===== src/rtl/fsbc_pkg.sv =====
// fsbc_pkg: shared types and constants for the false slot byte cipher
// no dependencies; imported by false_slot_byte_cipher
package fsbc_pkg;

   localparam int MAX_KEY_BYTES = 8;
   localparam int KEY_W         = 64;
   localparam int LEN_W         = 4;
   localparam int IDX_W         = 3;
   localparam int CSR_IDX_W     = 2;

   localparam logic [7:0] MASK_REAL  = 8'b0000_0000;
   localparam logic [7:0] MASK_DECOY = 8'b1111_1111;

   typedef enum logic [CSR_IDX_W-1:0] {
      CFG_MODE       = 2'd0,
      CFG_KEY        = 2'd1,
      CFG_KEY_LENGTH = 2'd2
   } cfg_index_type;

   typedef enum logic {
      MODE_EMBED = 1'b0,
      MODE_STRIP = 1'b1
   } mode_type;

   typedef struct packed {
      logic [7:0] out_a;
      logic [7:0] out_b;
      logic       keep;
      logic       last;
   } rsp_word_type;

endpackage


===== src/rtl/false_slot_byte_cipher.sv =====
// false_slot_byte_cipher: decoy slot byte cipher, one slot word in, one word out
// depends on fsbc_pkg
//
//   channel | dir | handshake           | payload
//   --------+-----+---------------------+---------------------------------------
//   req     | in  | req_valid/req_stall | first, is_real, byte_a, byte_b, last_in
//   rsp     | out | rsp_valid/rsp_stall | out_a, out_b, keep, last
//   csr     | in  | csr_we              | csr_index, csr_wdata
//
// one word per cycle sustained while rsp_stall is low; a taken word is registered in
// the result register or, under rsp stall, the skid; the slot logic sits between the
// request ports and the result register; key copy rotation and slot index step update in the same cycle
// a skid register behind the result register keeps req flowing under one rsp stall;
// req_stall rises only when both are full
// synchronous active-high reset: mode embed, key 0, key length 8, key copy 0
module false_slot_byte_cipher (
   input  logic                               clock,
   input  logic                               reset,
   // request channel
   input  logic                               req_valid,
   output logic                               req_stall,
   input  logic                               req_first,
   input  logic                               req_is_real,
   input  logic [7:0]                         req_byte_a,
   input  logic [7:0]                         req_byte_b,
   input  logic                               req_last_in,
   // response channel
   output logic                               rsp_valid,
   input  logic                               rsp_stall,
   output logic [7:0]                         rsp_out_a,
   output logic [7:0]                         rsp_out_b,
   output logic                               rsp_keep,
   output logic                               rsp_last,
   // configuration writes
   input  logic                               csr_we,
   input  logic [fsbc_pkg::CSR_IDX_W-1:0]     csr_index,
   input  logic [fsbc_pkg::KEY_W-1:0]         csr_wdata
);
   import fsbc_pkg::*;

   // configuration registers
   mode_type           mode_ff;
   logic [KEY_W-1:0]   key_ff;
   logic [LEN_W-1:0]   key_length_ff;

   // message state
   logic [KEY_W-1:0]   key_stream_ff, key_stream_in;
   logic [IDX_W-1:0]   slot_idx_ff, slot_idx_in;

   // result register and skid
   rsp_word_type       rsp_ff, skid_ff, word_in;
   logic               rsp_valid_ff, skid_valid_ff;

   logic               req_take, rsp_take;

   // slot datapath
   logic [LEN_W-1:0]   eff_len;
   logic [KEY_W-1:0]   amask;
   logic [KEY_W-1:0]   stream_cur;
   logic [IDX_W-1:0]   idx_cur;
   logic [LEN_W-1:0]   idx_step;
   logic               top;
   logic [2:0]         bit_sel;
   logic [7:0]         key_byte;
   logic [7:0]         mask;
   logic [KEY_W-1:0]   rotated;

   assign req_stall = skid_valid_ff;
   assign req_take  = req_valid && !req_stall;
   assign rsp_take  = rsp_valid_ff && !rsp_stall;

   // ---------------------------------------------------------------
   // configuration port, unknown index ignored
   // ---------------------------------------------------------------
   always_ff @(posedge clock) begin
      if (reset) begin
         mode_ff       <= MODE_EMBED;
         key_ff        <= '0;
         key_length_ff <= LEN_W'(MAX_KEY_BYTES);
      end else if (csr_we) begin
         unique case (csr_index)
            CFG_MODE:       mode_ff       <= mode_type'(csr_wdata[0]);
            CFG_KEY:        key_ff        <= csr_wdata;
            CFG_KEY_LENGTH: key_length_ff <= csr_wdata[LEN_W-1:0];
            default: ;
         endcase
      end
   end

   // ---------------------------------------------------------------
   // slot logic
   // ---------------------------------------------------------------
   always_comb begin
      // zero length acts as one, oversize clamps to the maximum
      if (key_length_ff == '0)
         eff_len = LEN_W'(1);
      else if (key_length_ff > LEN_W'(MAX_KEY_BYTES))
         eff_len = LEN_W'(MAX_KEY_BYTES);
      else
         eff_len = key_length_ff;

      // active bytes are the top eff_len bytes of the key word
      for (int k = 0; k < MAX_KEY_BYTES; k++)
         amask[8*(MAX_KEY_BYTES-1-k) +: 8] = (LEN_W'(k) < eff_len) ? 8'hFF : 8'h00;

      // first word reloads the key copy before the slot is handled
      stream_cur = req_first ? (key_ff & amask) : key_stream_ff;
      idx_cur    = req_first ? '0 : slot_idx_ff;
      // index past a shrunk length falls back to byte 0
      if ({1'b0, idx_cur} >= eff_len)
         idx_cur = '0;

      top      = stream_cur[KEY_W-1];
      // marker position is the low three bits of the top byte, counted
      // from the msb, so bit index is 7 - pos
      bit_sel  = ~stream_cur[KEY_W-8 +: 3];
      key_byte = key_ff[8*(MAX_KEY_BYTES-1-int'(idx_cur)) +: 8];

      word_in.last = req_last_in;
      if (mode_ff == MODE_EMBED) begin
         mask          = req_is_real ? MASK_REAL : MASK_DECOY;
         mask[bit_sel] = req_is_real ? top : ~top;
         word_in.out_a = req_byte_a ^ mask;
         word_in.out_b = mask ^ key_byte;
         word_in.keep  = 1'b1;
      end else begin
         mask          = req_byte_b ^ key_byte;
         word_in.out_a = req_byte_a ^ mask;
         word_in.out_b = mask;
         word_in.keep  = (mask[bit_sel] == top);
      end

      // rotate the active part left by one, top bit lands in its lowest bit
      rotated = {stream_cur[KEY_W-2:0], 1'b0} & amask;
      for (int k = 0; k < MAX_KEY_BYTES; k++)
         if (LEN_W'(k + 1) == eff_len)
            rotated[8*(MAX_KEY_BYTES-1-k)] = top;
      key_stream_in = rotated;

      idx_step    = {1'b0, idx_cur} + LEN_W'(1);
      slot_idx_in = (idx_step >= eff_len) ? '0 : idx_step[IDX_W-1:0];
   end

   always_ff @(posedge clock) begin
      if (reset) begin
         key_stream_ff <= '0;
         slot_idx_ff   <= '0;
      end else if (req_take) begin
         key_stream_ff <= key_stream_in;
         slot_idx_ff   <= slot_idx_in;
      end
   end

   // ---------------------------------------------------------------
   // result register with skid
   // ---------------------------------------------------------------
   always_ff @(posedge clock) begin
      if (reset) begin
         rsp_valid_ff  <= 1'b0;
         skid_valid_ff <= 1'b0;
      end else if (skid_valid_ff) begin
         // req is stalled here, only draining happens
         if (rsp_take)
            skid_valid_ff <= 1'b0;
      end else if (req_take) begin
         if (rsp_valid_ff && !rsp_take)
            skid_valid_ff <= 1'b1;
         rsp_valid_ff <= 1'b1;
      end else if (rsp_take) begin
         rsp_valid_ff <= 1'b0;
      end
   end

   // payload, no reset
   always_ff @(posedge clock) begin
      if (skid_valid_ff) begin
         if (rsp_take)
            rsp_ff <= skid_ff;
      end else if (req_take) begin
         if (!rsp_valid_ff || rsp_take)
            rsp_ff <= word_in;
         else
            skid_ff <= word_in;
      end
   end

   assign rsp_valid = rsp_valid_ff;
   assign rsp_out_a = rsp_ff.out_a;
   assign rsp_out_b = rsp_ff.out_b;
   assign rsp_keep  = rsp_ff.keep;
   assign rsp_last  = rsp_ff.last;

   // ---------------------------------------------------------------
   // checks
   // ---------------------------------------------------------------
   // skid only fills behind a held result
   a_skid_behind_rsp: assert property (@(posedge clock) disable iff (reset)
      skid_valid_ff |-> rsp_valid_ff)
      else $error("skid word without result word");

   // a first word restarts the slot index
   a_first_index: assert property (@(posedge clock) disable iff (reset)
      req_take && req_first |=>
         slot_idx_ff == ((($past(eff_len)) > LEN_W'(1)) ? IDX_W'(1) : IDX_W'(0)))
      else $error("slot index not restarted by first word");

   // index stays inside the key length it was stepped with
   a_index_range: assert property (@(posedge clock) disable iff (reset)
      req_take |=> {1'b0, slot_idx_ff} < $past(eff_len))
      else $error("slot index beyond key length");

   // rotation never leaves bits below the active bytes
   a_stream_masked: assert property (@(posedge clock) disable iff (reset)
      req_take |=> (key_stream_ff & ~$past(amask)) == '0)
      else $error("key copy has bits outside active bytes");

endmodule

===== config.mk =====
export PLATFORM = sky130hd
export DESIGN_NAME = false_slot_byte_cipher
export DESIGN_NICKNAME = d
export VERILOG_FILES = /design/src/rtl/fsbc_pkg.sv /design/src/rtl/false_slot_byte_cipher.sv
export SDC_FILE = /design/constraint.sdc
export NUM_CORES = 1
export LEC_CHECK = 0
export ABC_AREA = 1
export BUFFER_PORTS_ARGS = -buffer_cell sky130_fd_sc_hd__buf_2
export CELL_PAD_IN_SITES_DETAIL_PLACEMENT = 1
export CELL_PAD_IN_SITES_GLOBAL_PLACEMENT = 1
export CORE_MARGIN = 3
export CORE_UTILIZATION = 42
export CTS_BUF_LIST = sky130_fd_sc_hd__clkbuf_16
export DETAILED_ROUTE_END_ITERATION = 16
export GPL_ROUTABILITY_DRIVEN = 0
export PLACE_DENSITY_LB_ADDON = 0.1
export SLEW_MARGIN = 5
export SYNTH_ARGS = -nofsm -noshare
export SYNTH_HDL_FRONTEND = slang
export SYNTH_SLANG_ARGS = --single-unit
export TNS_END_PERCENT = 30

===== constraint.sdc =====
create_clock -name clock -period 3.4 [get_ports clock]
set_input_delay 0.34 -clock clock [delete_from_list [all_inputs] [get_ports clock]]
set_output_delay 0.34 -clock clock [all_outputs]
set_load 0.005 [all_outputs]

==> impl_metrics.tcl <==
set metrics [dict create \
    die_h_um 147.3 \
    final_layout_size_suffix_gt1_share_pct 16.09 \
    critPathSlowestCell "dfxtp_1" \
    dpl_cell_area_mm2 0.009169 \
    fin_nets 1310 \
    drc 0 \
    synthTopCellsByArea "dfxtp_1 33%, edfxtp_1 13%, nand2_1 12%" \
    syn_area_mm2 0.008382 \
    max_slew_margin_pct 48.89 \
    synth_area_leader_cell "dfxtp_1" \
    timing.final.ws_setup_ns 0.1887 \
    grtUsageMet1_pct 32.99 \
    ctsRootBufferMaster "clkbuf_16" \
    ys_seq_area_share_pct 45.86 \
    wl_per_cell_um 17.48 \
    h-tree-depth 4 \
    fin_crit_sh_pct 94.45 \
    grt_busiest_layer "met2" \
    worst_slew_pin_slew_ns 0.7616 \
    ir_drop_mv 0.3460 \
    powerDensity_mw_per_mm2 523.8 \
    cts_tree "yes" \
    routed_via_density 5.374 \
    ys_ff_latch 174 \
    dieArea_mm2 0.02169 \
    via_count 8002 \
    drt_iter0_drc 400 \
    cts_setup_buffers 0 \
    cp.arrival_ns 3.56 \
    worstSetupPathType "reg -> reg" \
    crit_start "key_length_ff[3]" \
    grt_use_met2_pct 39.77 \
    power.internal_mw 3.724 \
    stdcell_count 1489 \
    status "completed" \
    cp-end-kind "register" \
    final_cell_mix "268 x nand2_1, 138 x o21ai_0, 138 x dfxtp_1, 125 x a21oi_1, 109 x buf_2" \
    whs_path_depth 1 \
    period_minus_slack_ns 3.211 \
    finalSetupTns_ns 0 \
    areaGrowthSynthToFinish_pct 17.33 \
    grt_pass1_vias 7869 \
    ios 110 \
    setup_viol 0 \
    die_width_um 147.3 \
    cp_slowest_stage_delay_ns 0.35 \
    skew_ns 0.01097 \
    hp-start "req_last_in" \
    antenna_found_initial 0 \
    drv_slew 0 \
    yosysWarnings 0 \
    ys_async_sr_fraction_pct 0 \
    p_leak_nw 4.059 \
    crit_top_cell "nand2_1" \
    synth_area_per_cell_um2 7.424 \
    cp_max_fo 19 \
    cts_buffer_depth 2 \
    clk_pin_slew_ns 0.07 \
    rrSetupSlack_ns 0.19 \
    ant_nets 0 \
    worstPathCellList "nor2_1, inv_1, nor2_1, inv_1, nand2_1, ha_1, inv_1, nand2_1, nand2_1, nand2_1, nand2_4, nand2_8, inv_6, ha_1, ha_1, a21boi_0, o21ai_0, nand2_1, a21oi_2, nand2_1, a21oi_1" \
    core-area_mm2 0.01953 \
    synth_top_area_share_pct 32.96 \
    synth_edf_count 36 \
    portBuffers 109 \
    synth_flop_cell "dfxtp_1" \
    regToRegStartpoint "key_length_ff[3]" \
    dp_cells 1458 \
    start_kind "register" \
    initial_core_util_pct 42.93 \
    numCtsBuffers 17 \
    max_freq_mhz 311.4 \
    rows 51 \
    clk_latency_ns 0.43 \
    cp.required_ns 3.74 \
    drt-total-wl_um 26030 \
    p_clk_share_pct 40.5 \
    power_switching_mw 1.427 \
    ys_types 39 \
    hold_path.class "in -> reg" \
    netlist_instances 1129 \
    place_ws_ns 0.04219 \
    grtUsageTotal_pct 23.86 \
    clkSinkCount 174 \
    synthesis.nets 1227 \
    final_common_cell "nand2_1" \
    grt_pass1_wl_um 41340 \
    grt_use_met3_pct 3.794 \
    grt_max_degree 58 \
    post-route-cell-area_mm2 0.009834 \
    r2r_cells 21 \
    p_comb_share_pct 14.2 \
    seq_power_share_pct 45.3 \
    finalHoldViolCount 0 \
    grt.overflow.total 0 \
    maxCapViolCount 0 \
    dr.pass1.iters 5 \
    insertedDiodeCount 0 \
    whs_ns 0.1128 \
    dp_hpwl_um 18930 \
    p_sw_share_pct 27.71 \
]
==> Yosys cell counts, drive strengths merged, types with 2 or more instances <==
master / n
a21boi: 2
a21oi: 128
a31oi: 5
buf: 20
clkbuf: 51
dfxtp: 138
edfxtp: 36
ha: 8
inv: 95
nand2: 271
nand3: 85
nor2: 66
nor3: 4
o2111ai: 4
o211ai: 35
o21ai: 154
or2: 4
xnor2: 14
==> power groups by stage <==
stage                     Combinational (mW)  Clock [mW]  Sequential [mW]
after floorplan                        0.476           0             2.35
after global placement                 0.699           0             2.38
after detailed placement               0.721           0             2.38
after CTS                              0.730        2.11             2.33
after global routing                   0.826        2.20             2.34
final                                  0.731        2.09             2.33
==> cell families after synthesis <==
logic type	count (synthesis)	share of synthesized area (%)
AOI/OAI and AO/OA	333	22.02
buffers and inverters	167	7.956
adders and majority gates	8	1.194
xor gates and xnor gates	15	1.791
and+or+nand+nor	432	21.18
DFF	174	45.86
==> state kept, by name, summed over array words and instances, names as in the netlist, 3 cells and up <==
name / cells
rsp_out_b: 8
skid_ff: 18
rsp_out_a: 8
slot_idx_ff: 3
key_ff: 64
key_length_ff: 4
key_stream_ff: 64
==> per-stage QoR <==
| step | utilization, % | power [mW] |
|---|---|---|
| 2_1_floorplan | - | 2.826 |
| 3_3_place_gp | 46.96 | 3.075 |
| 3_5_place_dp | 46.96 | 3.099 |
| 4_1_cts | 50.15 | 5.178 |
| 5_1_grt | 50.37 | 5.375 |
| 6_report | 50.37 | 5.151 |
==> layout make-up <==
type,instances,area (um^2)
inverters,96,365.4
well taps,265,331.6
clock buffers,17,425.4
clock inverters,14,196.4
repair buffers,135,757.0
fillers,2492,9692
multi-input cells,788,3915
flip-flops and latches,174,3844
==> worst max-delay path, delay by kind of cell (launching register included) <==
kind,cells,cell delay (ns)
AND/OR/NAND/NOR,10,1.01
adder cells (fa/ha/maj),3,0.77
AO/OA/AOI/OAI,4,0.64
flip-flops,1,0.35
buffers and inverters,4,0.33
==> layer usage <==
metal,up-vias,share of wire (%)
met5,-,0
met4,0,1.2
met3,20,3.8
met2,149,48
met1,3882,48
li1,3951,-
==> what timing repair did <==
action,in CTS,in global routing
resized for setup,1,10
hold endpoints to repair,0,0
setup endpoints to repair,1,6
gates cloned,0,0
hold buffers,0,0
==> final timing paths <==
check	end
worst min-delay path	skid_ff[0]
worst max-delay path	slot_idx_ff[0]
worst max register to register	slot_idx_ff[0]
worst min register to register	key_stream_ff[36]
No activity file was read; power rests on OpenSTA's default activity.
